## config.mk

```make
export PLATFORM = sky130hd
export DESIGN_NAME = sha1_hash_engine_unit_flat
export DESIGN_NICKNAME = d
export VERILOG_FILES = /design/src/sv/sha1_pkg.sv /design/src/sv/sha1_in_if.sv /design/src/sv/sha1_out_if.sv /design/src/sv/sha1_ctrl.sv /design/src/sv/sha1_dpath.sv /design/src/sv/sha1_hash_engine_unit.sv /design/src/flat_wrapper.sv
export SDC_FILE = /design/constraint.sdc
export NUM_CORES = 2
export LEC_CHECK = 0
export BUFFER_PORTS_ARGS = -buffer_cell sky130_fd_sc_hd__buf_2
export CORE_ASPECT_RATIO = 0.7
export CORE_MARGIN = 2
export CORE_UTILIZATION = 40
export CTS_CLUSTER_SIZE = 25
export DETAILED_ROUTE_END_ITERATION = 10
export PLACE_DENSITY = 0.56
export SLEW_MARGIN = 0
export SYNTH_ARGS = -nofsm -noshare
export SYNTH_HDL_FRONTEND = slang
export SYNTH_SLANG_ARGS = --single-unit
```

## constraint.sdc

```tcl
create_clock -name clk -period 22.9 [get_ports clk]
set_input_delay 0 -clock clk [delete_from_list [all_inputs] [get_ports clk]]
set_output_delay 0 -clock clk [all_outputs]
set_load 0.05 [all_outputs]
```

## src/sv/sha1_pkg.sv

```systemverilog
// sha1_pkg: shared types, constants and round functions of the SHA-1 engine.
// Used by sha1_ctrl, sha1_dpath and sha1_hash_engine_unit; depends on nothing.
package sha1_pkg;

    typedef logic [31:0] word_t;

    localparam int unsigned NUM_ROUNDS     = 80;
    localparam int unsigned ROUND_W        = 7;
    localparam int unsigned DIGEST_WORDS   = 5;
    localparam int unsigned BLOCK_WORDS    = 16;
    localparam int unsigned PAD_LENGTH_POS = 448;

    localparam logic [ROUND_W-1:0] LAST_ROUND  = ROUND_W'(NUM_ROUNDS - 1);
    localparam logic [ROUND_W-1:0] PHASE1_START = ROUND_W'(20);
    localparam logic [ROUND_W-1:0] PHASE2_START = ROUND_W'(40);
    localparam logic [ROUND_W-1:0] PHASE3_START = ROUND_W'(60);

    // First byte position of the length field within a block.
    localparam logic [5:0] LENGTH_BYTE_POS = 6'(PAD_LENGTH_POS / 8);
    localparam logic [5:0] LAST_BYTE_POS   = 6'd63;
    localparam logic [7:0] PAD_BYTE        = 8'h80;
    localparam logic [2:0] LAST_WORD_INDEX = 3'(DIGEST_WORDS - 1);

    localparam word_t H_INIT0 = 32'h67452301;
    localparam word_t H_INIT1 = 32'hEFCDAB89;
    localparam word_t H_INIT2 = 32'h98BADCFE;
    localparam word_t H_INIT3 = 32'h10325476;
    localparam word_t H_INIT4 = 32'hC3D2E1F0;

    localparam word_t K_PHASE0 = 32'h5A827999;
    localparam word_t K_PHASE1 = 32'h6ED9EBA1;
    localparam word_t K_PHASE2 = 32'h8F1BBCDC;
    localparam word_t K_PHASE3 = 32'hCA62C1D6;

    // Commands from the controller to the datapath. Several may be set at once.
    typedef struct packed {
        logic               absorb;    // write data_byte into the block store
        logic               pad;       // write 0x80, zero fill, and length if it fits
        logic               zlen;      // zero block with length only
        logic               load;      // start compression: copy block and chain
        logic               round;     // run one round
        logic               add;       // fold working state into the chain value
        logic               finish;    // fold into the digest buffer and restart
        logic [ROUND_W-1:0] round_idx;
    } dp_cmd_t;

    // Status from the datapath to the controller.
    typedef struct packed {
        logic last_byte_pos;  // next byte completes a block
        logic two_block;      // padding spills into an extra block
        logic out_busy;       // digest buffer still holds undelivered words
    } dp_stat_t;

    function automatic word_t round_f(input logic [ROUND_W-1:0] t,
                                      input word_t b, input word_t c, input word_t d);
        word_t f;
        if (t < PHASE1_START) begin
            f = (b & c) | (~b & d);
        end else if (t < PHASE2_START) begin
            f = b ^ c ^ d;
        end else if (t < PHASE3_START) begin
            f = (b & c) | (b & d) | (c & d);
        end else begin
            f = b ^ c ^ d;
        end
        return f;
    endfunction

    function automatic word_t round_k(input logic [ROUND_W-1:0] t);
        word_t k;
        if (t < PHASE1_START) begin
            k = K_PHASE0;
        end else if (t < PHASE2_START) begin
            k = K_PHASE1;
        end else if (t < PHASE3_START) begin
            k = K_PHASE2;
        end else begin
            k = K_PHASE3;
        end
        return k;
    endfunction

endpackage

```

## src/sv/sha1_in_if.sv

```systemverilog
// sha1_in_if: input channel of the SHA-1 engine, one message byte a beat.
// Depends on nothing.
interface sha1_in_if;
    logic       valid;
    logic       ready;
    logic [7:0] data_byte;
    logic       byte_valid;
    logic       end_of_message;

    modport source (output valid, output data_byte, output byte_valid,
                    output end_of_message, input ready);
    modport sink   (input valid, input data_byte, input byte_valid,
                    input end_of_message, output ready);
endinterface

```

## src/sv/sha1_out_if.sv

```systemverilog
// sha1_out_if: output channel of the SHA-1 engine, one digest word a beat.
// Depends on nothing.
interface sha1_out_if;
    logic        valid;
    logic        ready;
    logic [31:0] digest_word;
    logic [2:0]  word_index;
    logic        last_word;

    modport source (output valid, output digest_word, output word_index,
                    output last_word, input ready);
    modport sink   (input valid, input digest_word, input word_index,
                    input last_word, output ready);
endinterface

```

## src/sv/sha1_ctrl.sv

```systemverilog
// sha1_ctrl: sequencing state machine of the SHA-1 engine.
// Depends on sha1_pkg and sha1_in_if; drives the datapath through dp_cmd_t.
module sha1_ctrl (
    input  logic               clk,
    input  logic               rst_n,
    sha1_in_if.sink            in_ch,
    input  sha1_pkg::dp_stat_t stat,
    output sha1_pkg::dp_cmd_t  cmd
);

    localparam logic [2:0] ST_IDLE  = 3'd0;
    localparam logic [2:0] ST_ROUND = 3'd1;
    localparam logic [2:0] ST_ADD   = 3'd2;
    localparam logic [2:0] ST_PAD   = 3'd3;
    localparam logic [2:0] ST_ZLEN  = 3'd4;

    // What follows the compression that is running.
    localparam logic [1:0] AFTER_IDLE = 2'd0;
    localparam logic [1:0] AFTER_PAD  = 2'd1;
    localparam logic [1:0] AFTER_ZLEN = 2'd2;
    localparam logic [1:0] AFTER_OUT  = 2'd3;

    localparam logic [sha1_pkg::ROUND_W-1:0] ROUND_ONE =
        {{(sha1_pkg::ROUND_W-1){1'b0}}, 1'b1};

    logic [2:0]                   state_reg, state_next;
    logic [1:0]                   after_reg, after_next;
    logic [sha1_pkg::ROUND_W-1:0] round_reg, round_next;
    logic                         accept;

    // Bytes of the next block may come in while rounds run, as long as the
    // byte would not complete a block and no end of message is pending.
    assign in_ch.ready = (state_reg == ST_IDLE) ||
                         (state_reg == ST_ROUND && after_reg == AFTER_IDLE &&
                          !stat.last_byte_pos);
    assign accept = in_ch.valid && in_ch.ready;

    always_comb
    begin
        cmd           = '0;
        cmd.round_idx = round_reg;
        state_next    = state_reg;
        after_next    = after_reg;
        round_next    = round_reg;

        case (state_reg)
            ST_IDLE:
            begin
                if (accept) begin
                    cmd.absorb = in_ch.byte_valid;
                    if (in_ch.byte_valid && stat.last_byte_pos) begin
                        cmd.load   = 1'b1;
                        round_next = '0;
                        state_next = ST_ROUND;
                        after_next = in_ch.end_of_message ? AFTER_PAD : AFTER_IDLE;
                    end else if (in_ch.end_of_message) begin
                        state_next = ST_PAD;
                    end
                end
            end
            ST_ROUND:
            begin
                cmd.round = 1'b1;
                if (accept) begin
                    cmd.absorb = in_ch.byte_valid;
                    if (in_ch.end_of_message) begin
                        after_next = AFTER_PAD;
                    end
                end
                if (round_reg == sha1_pkg::LAST_ROUND) begin
                    state_next = ST_ADD;
                end else begin
                    round_next = round_reg + ROUND_ONE;
                end
            end
            ST_ADD:
            begin
                case (after_reg)
                    AFTER_PAD:
                    begin
                        cmd.add    = 1'b1;
                        state_next = ST_PAD;
                    end
                    AFTER_ZLEN:
                    begin
                        cmd.add    = 1'b1;
                        state_next = ST_ZLEN;
                    end
                    AFTER_OUT:
                    begin
                        // Wait until the previous digest has fully left.
                        if (!stat.out_busy) begin
                            cmd.finish = 1'b1;
                            state_next = ST_IDLE;
                            after_next = AFTER_IDLE;
                        end
                    end
                    default:
                    begin
                        cmd.add    = 1'b1;
                        state_next = ST_IDLE;
                    end
                endcase
            end
            ST_PAD:
            begin
                cmd.pad    = 1'b1;
                cmd.load   = 1'b1;
                round_next = '0;
                state_next = ST_ROUND;
                after_next = stat.two_block ? AFTER_ZLEN : AFTER_OUT;
            end
            ST_ZLEN:
            begin
                cmd.zlen   = 1'b1;
                cmd.load   = 1'b1;
                round_next = '0;
                state_next = ST_ROUND;
                after_next = AFTER_OUT;
            end
            default:
            begin
                state_next = ST_IDLE;
                after_next = AFTER_IDLE;
            end
        endcase
    end

    always_ff @(posedge clk or negedge rst_n)
    begin
        if (!rst_n) begin
            state_reg <= ST_IDLE;
            after_reg <= AFTER_IDLE;
            round_reg <= '0;
        end else begin
            state_reg <= state_next;
            after_reg <= after_next;
            round_reg <= round_next;
        end
    end

endmodule

```

## src/sv/sha1_dpath.sv

```systemverilog
// sha1_dpath: block store, message schedule, round logic, chain value,
// bit count and digest buffer. Depends on sha1_pkg and sha1_out_if.
module sha1_dpath (
    input  logic               clk,
    input  logic               rst_n,
    input  sha1_pkg::dp_cmd_t  cmd,
    input  logic [7:0]         data_byte,
    output sha1_pkg::dp_stat_t stat,
    sha1_out_if.source         out_ch
);

    localparam int unsigned BW = sha1_pkg::BLOCK_WORDS;
    localparam int unsigned DW = sha1_pkg::DIGEST_WORDS;

    sha1_pkg::word_t blk_reg [BW];
    sha1_pkg::word_t blk_next[BW];
    sha1_pkg::word_t sch_reg [BW];
    sha1_pkg::word_t sch_next[BW];
    sha1_pkg::word_t h_reg   [DW];
    sha1_pkg::word_t h_next  [DW];
    sha1_pkg::word_t st_reg  [DW];
    sha1_pkg::word_t st_next [DW];
    sha1_pkg::word_t dig_reg [DW];
    sha1_pkg::word_t dig_next[DW];
    sha1_pkg::word_t h_init  [DW];

    // Message length in bytes; the bit count is this shifted left by three.
    logic [60:0] byte_cnt_reg, byte_cnt_next;
    logic [2:0]  out_idx_reg, out_idx_next;
    logic        out_busy_reg, out_busy_next;
    logic [5:0]  pos;
    logic [63:0] bit_len;
    logic        out_take;
    sha1_pkg::word_t temp;

    assign h_init[0] = sha1_pkg::H_INIT0;
    assign h_init[1] = sha1_pkg::H_INIT1;
    assign h_init[2] = sha1_pkg::H_INIT2;
    assign h_init[3] = sha1_pkg::H_INIT3;
    assign h_init[4] = sha1_pkg::H_INIT4;

    assign pos     = byte_cnt_reg[5:0];
    assign bit_len = {byte_cnt_reg, 3'b000};

    assign stat.last_byte_pos = (pos == sha1_pkg::LAST_BYTE_POS);
    assign stat.two_block     = (pos >= sha1_pkg::LENGTH_BYTE_POS);
    assign stat.out_busy      = out_busy_reg;

    assign out_ch.valid       = out_busy_reg;
    assign out_ch.digest_word = dig_reg[0];
    assign out_ch.word_index  = out_idx_reg;
    assign out_ch.last_word   = (out_idx_reg == sha1_pkg::LAST_WORD_INDEX);
    assign out_take           = out_ch.valid && out_ch.ready;

    // Block store: byte writes, padding and the length-only block.
    always_comb
    begin
        for (int i = 0; i < BW; i++) begin
            blk_next[i] = blk_reg[i];
        end
        if (cmd.absorb) begin
            for (int i = 0; i < BW; i++) begin
                if (4'(i) == pos[5:2]) begin
                    for (int j = 0; j < 4; j++) begin
                        if (2'(j) == pos[1:0]) begin
                            blk_next[i][8*(3-j) +: 8] = data_byte;
                        end
                    end
                end
            end
        end
        if (cmd.pad) begin
            // Keep the bytes before the pad, place 0x80, clear the rest.
            for (int i = 0; i < BW; i++) begin
                if (4'(i) == pos[5:2]) begin
                    for (int j = 0; j < 4; j++) begin
                        if (2'(j) == pos[1:0]) begin
                            blk_next[i][8*(3-j) +: 8] = sha1_pkg::PAD_BYTE;
                        end else if (2'(j) > pos[1:0]) begin
                            blk_next[i][8*(3-j) +: 8] = '0;
                        end
                    end
                end else if (4'(i) > pos[5:2]) begin
                    blk_next[i] = '0;
                end
            end
            if (!stat.two_block) begin
                blk_next[BW-2] = bit_len[63:32];
                blk_next[BW-1] = bit_len[31:0];
            end
        end
        if (cmd.zlen) begin
            for (int i = 0; i < BW - 2; i++) begin
                blk_next[i] = '0;
            end
            blk_next[BW-2] = bit_len[63:32];
            blk_next[BW-1] = bit_len[31:0];
        end
    end

    // Message schedule as a 16-word shift line; the head is W[t].
    always_comb
    begin
        for (int i = 0; i < BW; i++) begin
            sch_next[i] = sch_reg[i];
        end
        if (cmd.load) begin
            for (int i = 0; i < BW; i++) begin
                sch_next[i] = blk_next[i];
            end
        end else if (cmd.round) begin
            for (int i = 0; i < BW - 1; i++) begin
                sch_next[i] = sch_reg[i+1];
            end
            sch_next[BW-1] = {sch_reg[13][30:0] ^ sch_reg[8][30:0] ^
                              sch_reg[2][30:0] ^ sch_reg[0][30:0],
                              sch_reg[13][31] ^ sch_reg[8][31] ^
                              sch_reg[2][31] ^ sch_reg[0][31]};
        end
    end

    // Round, chain update, digest buffer and output drain.
    always_comb
    begin
        temp = {st_reg[0][26:0], st_reg[0][31:27]} +
               sha1_pkg::round_f(cmd.round_idx, st_reg[1], st_reg[2], st_reg[3]) +
               st_reg[4] + sha1_pkg::round_k(cmd.round_idx) + sch_reg[0];

        for (int i = 0; i < DW; i++) begin
            st_next[i]  = st_reg[i];
            h_next[i]   = h_reg[i];
            dig_next[i] = dig_reg[i];
        end
        byte_cnt_next = byte_cnt_reg;
        out_idx_next  = out_idx_reg;
        out_busy_next = out_busy_reg;

        if (cmd.load) begin
            for (int i = 0; i < DW; i++) begin
                st_next[i] = h_reg[i];
            end
        end else if (cmd.round) begin
            st_next[0] = temp;
            st_next[1] = st_reg[0];
            st_next[2] = {st_reg[1][1:0], st_reg[1][31:2]};
            st_next[3] = st_reg[2];
            st_next[4] = st_reg[3];
        end

        if (cmd.absorb) begin
            byte_cnt_next = byte_cnt_reg + 61'd1;
        end

        if (cmd.add) begin
            for (int i = 0; i < DW; i++) begin
                h_next[i] = h_reg[i] + st_reg[i];
            end
        end

        if (out_take) begin
            for (int i = 0; i < DW - 1; i++) begin
                dig_next[i] = dig_reg[i+1];
            end
            if (out_ch.last_word) begin
                out_idx_next  = '0;
                out_busy_next = 1'b0;
            end else begin
                out_idx_next = out_idx_reg + 3'd1;
            end
        end

        if (cmd.finish) begin
            for (int i = 0; i < DW; i++) begin
                dig_next[i] = h_reg[i] + st_reg[i];
                h_next[i]   = h_init[i];
            end
            byte_cnt_next = '0;
            out_idx_next  = '0;
            out_busy_next = 1'b1;
        end
    end

    always_ff @(posedge clk)
    begin
        for (int i = 0; i < BW; i++) begin
            blk_reg[i] <= blk_next[i];
            sch_reg[i] <= sch_next[i];
        end
        for (int i = 0; i < DW; i++) begin
            st_reg[i]  <= st_next[i];
            dig_reg[i] <= dig_next[i];
        end
    end

    always_ff @(posedge clk or negedge rst_n)
    begin
        if (!rst_n) begin
            for (int i = 0; i < DW; i++) begin
                h_reg[i] <= h_init[i];
            end
            byte_cnt_reg <= '0;
            out_idx_reg  <= '0;
            out_busy_reg <= 1'b0;
        end else begin
            for (int i = 0; i < DW; i++) begin
                h_reg[i] <= h_next[i];
            end
            byte_cnt_reg <= byte_cnt_next;
            out_idx_reg  <= out_idx_next;
            out_busy_reg <= out_busy_next;
        end
    end

endmodule

```

## src/sv/sha1_hash_engine_unit.sv

```systemverilog
// sha1_hash_engine_unit: top level of the SHA-1 streaming hash engine.
// Depends on sha1_pkg, sha1_in_if, sha1_out_if, sha1_ctrl and sha1_dpath.
//
//  Channel  Role    Beat payload
//  -------  ------  ---------------------------------------------------
//  in_ch    sink    data_byte[7:0], byte_valid, end_of_message
//  out_ch   source  digest_word[31:0], word_index[2:0], last_word
//
// The byte that completes a 64-byte block also loads the schedule, then
// 80 rounds follow, one round per cycle on a single round unit, and a
// fold step adds the result into the chain value. Up to 63 bytes of the
// following block are taken during those 80 rounds.
// After the end-of-message beat, each padding block (one or two) takes a
// step that writes the padding and loads the schedule, 80 rounds and the
// fold. Then five digest beats leave, one after another, while the next
// message is already coming in.
// Reset clears the controller, the bit count, the output busy flag and
// word index, and loads the initial chain value; no clearing pass is needed.
// Stalls: out_ch back-pressure holds the digest buffer; a second digest
// waits in the fold cycle until the first has left completely.
module sha1_hash_engine_unit (
    input  logic       clk,
    input  logic       rst_n,
    sha1_in_if.sink    in_ch,
    sha1_out_if.source out_ch
);

    // Command and status between the sequencer and the datapath.
    sha1_pkg::dp_cmd_t  cmd;
    sha1_pkg::dp_stat_t stat;

    // The controller owns the input handshake and all sequencing: byte
    // intake, block compressions, the padding block(s) and the hand-off
    // of the finished digest.
    sha1_ctrl u_ctrl (
        .clk   (clk),
        .rst_n (rst_n),
        .in_ch (in_ch),
        .stat  (stat),
        .cmd   (cmd)
    );

    // The datapath holds all hash storage and arithmetic, and drains the
    // digest buffer onto the output channel on its own.
    sha1_dpath u_dpath (
        .clk       (clk),
        .rst_n     (rst_n),
        .cmd       (cmd),
        .data_byte (in_ch.data_byte),
        .stat      (stat),
        .out_ch    (out_ch)
    );

    // A new digest is never written over words that are still waiting.
    assert property (@(posedge clk) disable iff (!rst_n)
        cmd.finish |-> !out_ch.valid)
        else $error("digest buffer overwritten before it drained");

    // A byte taken during the rounds never completes a block.
    assert property (@(posedge clk) disable iff (!rst_n)
        (in_ch.valid && in_ch.ready && cmd.round) |-> !stat.last_byte_pos)
        else $error("block-completing byte taken while compressing");

    // Digest words leave in order with no gaps in the index.
    assert property (@(posedge clk) disable iff (!rst_n)
        (out_ch.valid && out_ch.ready && !out_ch.last_word) |=>
            (out_ch.valid && out_ch.word_index == $past(out_ch.word_index) + 3'd1))
        else $error("digest word sequence broken");

    // After the last word is taken, the buffer is empty in the next cycle.
    assert property (@(posedge clk) disable iff (!rst_n)
        (out_ch.valid && out_ch.ready && out_ch.last_word) |=> !out_ch.valid)
        else $error("digest buffer not released after last word");

endmodule
```

## src/flat_wrapper.sv

```systemverilog
// flat-port wrapper written by rule: the top's interface ports become plain ports
module sha1_hash_engine_unit_flat 
  (clk, rst_n, in_ch_valid, in_ch_data_byte, in_ch_byte_valid, in_ch_end_of_message, in_ch_ready, out_ch_valid, out_ch_digest_word, out_ch_word_index, out_ch_last_word, out_ch_ready);
  sha1_in_if in_ch_i ();
  sha1_out_if out_ch_i ();
  input  logic clk;
  input  logic rst_n;
  input wire logic [$bits(in_ch_i.valid)-1:0] in_ch_valid;
  input wire logic [$bits(in_ch_i.data_byte)-1:0] in_ch_data_byte;
  input wire logic [$bits(in_ch_i.byte_valid)-1:0] in_ch_byte_valid;
  input wire logic [$bits(in_ch_i.end_of_message)-1:0] in_ch_end_of_message;
  output wire logic [$bits(in_ch_i.ready)-1:0] in_ch_ready;
  output wire logic [$bits(out_ch_i.valid)-1:0] out_ch_valid;
  output wire logic [$bits(out_ch_i.digest_word)-1:0] out_ch_digest_word;
  output wire logic [$bits(out_ch_i.word_index)-1:0] out_ch_word_index;
  output wire logic [$bits(out_ch_i.last_word)-1:0] out_ch_last_word;
  input wire logic [$bits(out_ch_i.ready)-1:0] out_ch_ready;
  assign in_ch_i.valid = in_ch_valid;
  assign in_ch_i.data_byte = in_ch_data_byte;
  assign in_ch_i.byte_valid = in_ch_byte_valid;
  assign in_ch_i.end_of_message = in_ch_end_of_message;
  assign in_ch_ready = in_ch_i.ready;
  assign out_ch_valid = out_ch_i.valid;
  assign out_ch_digest_word = out_ch_i.digest_word;
  assign out_ch_word_index = out_ch_i.word_index;
  assign out_ch_last_word = out_ch_i.last_word;
  assign out_ch_i.ready = out_ch_ready;
  sha1_hash_engine_unit u_core (.clk(clk), .rst_n(rst_n), .in_ch(in_ch_i), .out_ch(out_ch_i));
endmodule
```

# ---- Word level (Yosys, flattened, before mapping)
# Memory sizes are Yosys's and may differ from the RTL's.
# Cells that the tools add are included.
dict set report totals {
  reg_bits 237
  ram_bits 1344
  elab_cells 425
  mem_count 4
}
# memory words width rd rd_clocked_by_memory_dff write_ports line_no
set memory_table {}
lappend memory_table {u_core.u_dpath.blk_reg 16 32 16 0 16 sha1_dpath.sv:15} ;# sha1_pkg::word_t blk_reg [BW];
lappend memory_table {u_core.u_dpath.sch_reg 16 32 16 0 16 sha1_dpath.sv:17} ;# sha1_pkg::word_t sch_reg [BW];
lappend memory_table {u_core.u_dpath.dig_reg 5 32 5 0 5 sha1_dpath.sv:23} ;# sha1_pkg::word_t dig_reg [DW];
lappend memory_table {u_core.u_dpath.st_reg 5 32 5 0 5 sha1_dpath.sv:21} ;# sha1_pkg::word_t st_reg [DW];
dict set report op_classes {
  add_sub_neg 12
  magnitude_cmp 24
  eq_ne 38
  n_mux 298
  n_bitwise 16
  n_reduce_logical 22
}
# cell count
set ops {}
lappend ops {{$mux W512} 5}
lappend ops {{$mux W32} 53}
lappend ops {{$mux W8} 192}
lappend ops {{$mux W160} 5}
lappend ops {{$add A32 B32 Y32} 9}
lappend ops {{$and A32 B32 Y32} 4}
lappend ops {{$mux W128} 1}
lappend ops {{$mux W61} 2}
lappend ops {{$or A32 B32 Y32} 3}
lappend ops {{$xor A31 B31 Y31} 3}
lappend ops {{$mux W64} 1}
lappend ops {{$xor A32 B32 Y32} 2}
lappend ops {{$add A61 B1 Y61 const B} 1}
lappend ops {{$eq A4 B4 Y1 const A} 8}
lappend ops {{$gt A4 B4 Y1 const A} 8}
lappend ops {{$not A32 Y32} 1}
lappend ops {{$mux W31} 1}
lappend ops {{$mux W3} 8}
lappend ops {{$mux W7} 3}
lappend ops {{$pmux W7 S3} 1}
lappend ops {{$eq A3 B4 Y1 const A} 4}
lappend ops {{$gt A3 B4 Y1 const A} 4}
lappend ops {{$mux W1} 15}
lappend ops {{$lt A7 B6 Y1 const B} 2}
lappend ops {{other kinds (41)} 74}

# ---- Depth between registers and ports, before layout
dict set report depth {
  ltp_word 15
  depth_mapped 27
  mapped_depth_nobuf 24
}

# ---- By module
# From an unflattened synthesis, not the netlist that was laid out.
dict set report hier_totals {
  hier_cells 7212
  hier_area_um2 79084.6
}
# module instances cells_per_inst area_each_um2
set by_module_without_submodules {}
lappend by_module_without_submodules {sha1_dpath 1 7109 78190.0}
lappend by_module_without_submodules {sha1_ctrl 1 103 894.6}

# ---- Least setup slack after synthesis
# Ideal clock, no wire load.
dict set report synth_timing {
  path_kind {register to register}
  start {register u_core.u_dpath.byte_cnt_reg[5]}
  end {register u_core.u_ctrl.round_reg[4] (netlist bit)}
  arrival_ns 18.194
  path_slack_ns 4.574
  path_stages_with_launch 12
  n_path_buf 2
  period_less_slack_ns 18.326
  path_cell_list {dfrtp_1 > and4_1 > buf_4 > and2_1 > buf_2 > and4_1 > nor2_1 > nand2_1 > o21ai_0 > nor2_1 > xnor2_1 > nor2_1}
}
dict set report synth_via {
  elab_chain_cells 7
}
# element line_no
set synth_lines {}
lappend synth_lines {{start: declaration} sha1_dpath.sv:28} ;# logic [60:0] byte_cnt_reg, byte_cnt_next;
lappend synth_lines {{start signal: assignment} sha1_dpath.sv:208} ;# byte_cnt_reg <= byte_cnt_next;
lappend synth_lines {{$eq A6 B6 Y1 *} sha1_dpath.sv:45} ;# assign stat.last_byte_pos = (pos == sha1_pkg::LAST_BYTE_POS);
lappend synth_lines {{$logic_not A1 Y1} sha1_ctrl.sv:35} ;# !stat.last_byte_pos);
lappend synth_lines {{$logic_and A1 B1 Y1} sha1_ctrl.sv:34} ;# (state_reg == ST_ROUND && after_reg == AFTER_IDLE &&
lappend synth_lines {{$logic_or A1 B1 Y1} sha1_ctrl.sv:33} ;# assign in_ch.ready = (state_reg == ST_IDLE) ||
lappend synth_lines {{$logic_and A1 B1 Y1} sha1_ctrl.sv:36} ;# assign accept = in_ch.valid && in_ch.ready;
lappend synth_lines {{$ne A2 B2 Y1 (no source line)} -}
lappend synth_lines {{$reduce_and A4 Y1 (no source line) *} -}
lappend synth_lines {{end signal: assignment} sha1_ctrl.sv:138} ;# round_reg <= round_next;
lappend synth_lines {{end: declaration} sha1_ctrl.sv:28} ;# logic [sha1_pkg::ROUND_W-1:0] round_reg, round_next;
# Mark *: on every way between the ends. The rest lies on a longest branch, timed or not.
# A chain may end at the register's enable or synchronous reset.

==> out/results.tsv <==
stage	metric	value	unit
run_status	status	completed	
drt	Post-DRT Antenna Nets	0	
pwr	power consumption	5.977	mW
clocking	CTS tree	yes	
clocking	Root Driver	clkbuf_16	
yosys	synth cell count leaders	nand2_1, edfxtp_1, a21oi_1	
timing	worst-margin pin slew	1358	ps
pwr	LEAKAGE	36.96	nW
timing	Fmax achieved	129.9	MHz
clocking	Clk Latency, worst-skew pair	840	ps
clocking	CTS buffer count	169	
drt	drt first pass iters	6	
worst_setup_path	FF-to-FF setup slack	15200	ps
drt	DR vias/cell	5.579	
layout	layout cell share with drive strength beyond 1	0.06808	
worst_setup_path	Crit path required time	23380	ps
global_route	pin count of the biggest net entering global routing	194	
worst_setup_path	critical-path maximum fanout	27	
worst_setup_path	Reg-to-Reg Start	u_core.u_ctrl.round_reg[5]$_DFFE_PN0P_	
worst_setup_path	endpoint class of the critical path	register	
clocking	Post-CTS Setup Inserts	0	
global_route	Remaining Overflow, GRT	0	
clocking	clk slew on worst S/H paths	60	ps
timing	final hold vios	0	
drt	WL per Instance	23.23	um
yosys	Post-Syn Area per Cell	9.292	um^2
flow_run	max cap viols	0	
timing	Slew Limit Fails	0	
pwr	maximum VDD drop	0.05591	mV
floorplan	Std-Cell Core Area	0.1931	mm^2
drt	DRC viols	0	
layout	max reg flops	512	
global_route	vias in the first global route	57680	
place	HPWL Detailed	173600	um
layout	fin nets	8630	
clocking	CTS Sinks	1578	
global_route	Total Routing Usage GR	0.2539	
yosys	top cell type's share of synthesized area	0.3221	
yosys	FFs w/ async S/R, synth	0.1502	
yosys	synth top area cells	edfxtp_1, nand2_1, dfxtp_1	
floorplan	initial core utilization	0.4017	
yosys	Post-synth EDFFs	832	
pwr	pwr/cell area	69.60	mW/mm^2
hold_path	hold depth	4	
yosys	largest area contributor in the netlist	edfxtp_1	
yosys	most common cell in the netlist	nand2_1	
timing	Layout Skew	60.82	ps
worst_setup_path	Startpoint Class	register	
hold_path	hold endpoint	u_core.u_dpath.out_ch.word_index[2]$_DFFE_PN0P_	
yosys	Main synth FF type	edfxtp_1	
hold_path	HP Start	out_ch_ready	
clocking	CTS H-tree depth	4	
yosys	Syn Inst Count	8347	
yosys	sequential area share after synthesis	0.5312	
floorplan	die height	372.4	um
yosys	Synth Register Bits	1578	
floorplan	Die ar.	0.1975	mm^2
worst_setup_path	Worst R2R Path Depth	25	
yosys	Synth Warn #	0	
global_route	initial antenna violation count	7	
yosys	Mapped Area	0.07756	mm^2
drt	Routed WL	255700	um
place	GPL Wtd Cong	0.9226	
timing	RSZ-0062 raised after global routing	false	
floorplan	FP Rows	135	
floorplan	IO Count	52	
timing	final setup TNS	0	ps
timing	Final period util	0.3362	
global_route	global-route wire length before repair	377700	um
layout	area grow syn2layout	10.72	%
timing	Setup violations, final	0	
worst_setup_path	R2R Path End	u_core.u_dpath.st_reg[0][30]$_DFFE_PP_	
hold_path	HP Class	in -> reg	
clocking	clk buf depth	4	
yosys	Mapped Nets	8707	
drt	vias post-DR	61400	
drt	Iter 0 DRT Violations	7495	
worst_setup_path	Crit Path Category	reg -> reg	
timing	fin crit period	7700	ps
worst_setup_path	Worst Path Arrival	8180	ps
timing	Rel. slew slack	0.08482	
yosys	post-synthesis cell type count	91	
place	port bufs	51	
floorplan	Die X	530.3	um
==> critical path: stages (launching register included) <==
cell,delay (ps)
dfrtp_1,440
a41o_1,500
nor2_1,800
inv_1,140
nand2_1,160
buf_4,400
inv_1,340
a221oi_1,440
xor2_1,120
ha_1,200
o21bai_1,160
fa_1,520
inv_1,50
fa_1,480
inv_1,50
ha_1,350
nand3_1,180
o22ai_1,140
nor4_1,270
o31a_1,190
nand2_1,90
a221oi_1,620
o211ai_1,200
a31oi_1,250
xnor2_1,140
o21ai_0,110
==> worst max-delay path by stage <==
stage | start | cells past startpoint | endpoint | slack (ps)
2_1_floorplan | u_core.u_dpath.byte_cnt_reg[5]$_DFFE_PN0P_ | 11 | u_core.u_ctrl.round_reg[4]$_DFFE_PN0P_ | 4570
3_3_place_gp | u_core.u_ctrl.round_reg[5]$_DFFE_PN0P_ | 25 | u_core.u_dpath.st_reg[0][30]$_DFFE_PP_ | 15650
3_5_place_dp | u_core.u_ctrl.round_reg[5]$_DFFE_PN0P_ | 25 | u_core.u_dpath.st_reg[0][30]$_DFFE_PP_ | 15450
4_1_cts | u_core.u_ctrl.round_reg[5]$_DFFE_PN0P_ | 25 | u_core.u_dpath.st_reg[0][30]$_DFFE_PP_ | 15380
5_1_grt | u_core.u_ctrl.round_reg[5]$_DFFE_PN0P_ | 25 | u_core.u_dpath.st_reg[0][30]$_DFFE_PP_ | 14910
6_report | u_core.u_ctrl.round_reg[5]$_DFFE_PN0P_ | 25 | u_core.u_dpath.st_reg[0][30]$_DFFE_PP_ | 15200
==> what timing repair did <==
item,CTS,global route
hold buffers,19,0
hold endpoints to repair,499,0
resized for setup,0,0
==> cells by family (layout without fill, tap and decap cells) <==
logic type / Yosys count / after routing / synth area share
compound gates: 1470 / 1470 / 0.1151
xor+xnor: 330 / 330 / 0.03726
fa+ha+maj: 346 / 346 / 0.06743
buf+inv: 604 / 659 / 0.03136
flops: 1578 / 1578 / 0.5312
mux: 138 / 138 / 0.01863
other cells: 0 / 1 / 0
simple gates: 3881 / 3881 / 0.1990
==> report_power, final <==
group | leakage, nW | internal [mW] | switching, mW | total, mW
sequential | 16.3 | 3.01 | 0.0132 | 3.02
clock | 2.67 | 1.60 | 1.18 | 2.78
combinational | 18.0 | 0.0300 | 0.142 | 0.172
==> cell usage in the layout, fill, tap and decap left out, types with 48 or more instances in the layout <==
cell type	count
a21o_1	86
a21oi_1	696
a22o_1	71
buf_4	83
clkbuf_1	48
clkbuf_16	173
dfrtp_1	157
dfstp_2	80
dfxtp_1	509
edfxtp_1	832
fa_1	120
ha_1	226
inv_1	204
mux2_2	51
mux2i_1	87
nand2_1	3014
nand3_1	92
nor2_1	479
nor3_1	53
o21ai_0	239
o22a_1	62
xnor2_1	226
xor2_1	104
==> stage by stage <==
step	area, um^2	setup slack [ps]	util	hold slack, ps	instances
final	85880	15200	0.4448	63.04	11010
after global routing	85870	14910	0.4448	71.64	11010
after CTS	85870	15380	0.4448	6.832	11010
after detailed placement	80210	15450	0.4154	61.20	10680
after global placement	80210	15650	0.4154	60.97	10680
after floorplan	77560	4574	-	-295.6	8347
==> per-layer routing <==
metal | share of wire | vias to the layer above | wire, um | track usage
met3 | 0.11 | 362 | 26990 | 0.05781
met2 | 0.39 | 2801 | 99770 | 0.3404
met4 | 0.022 | 0 | 5515 | 0.05935
li1 | - | 28040 | - | -
met1 | 0.48 | 30200 | 123400 | 0.4038
met5 | 0 | - | 0 | 0
==> layout make-up <==
class | instances | area [um^2]
clock inverter | 57 | 605.6
antenna | 1 | 2.502
sequential | 1578 | 41200
inverter | 206 | 780.7
multi-input combinational | 6165 | 34030
clock buffer | 246 | 4853
timing repair buffer | 150 | 1141
fill | 18490 | 107200
tap | 2603 | 3257
No activity file was read; power rests on OpenSTA's default activity.
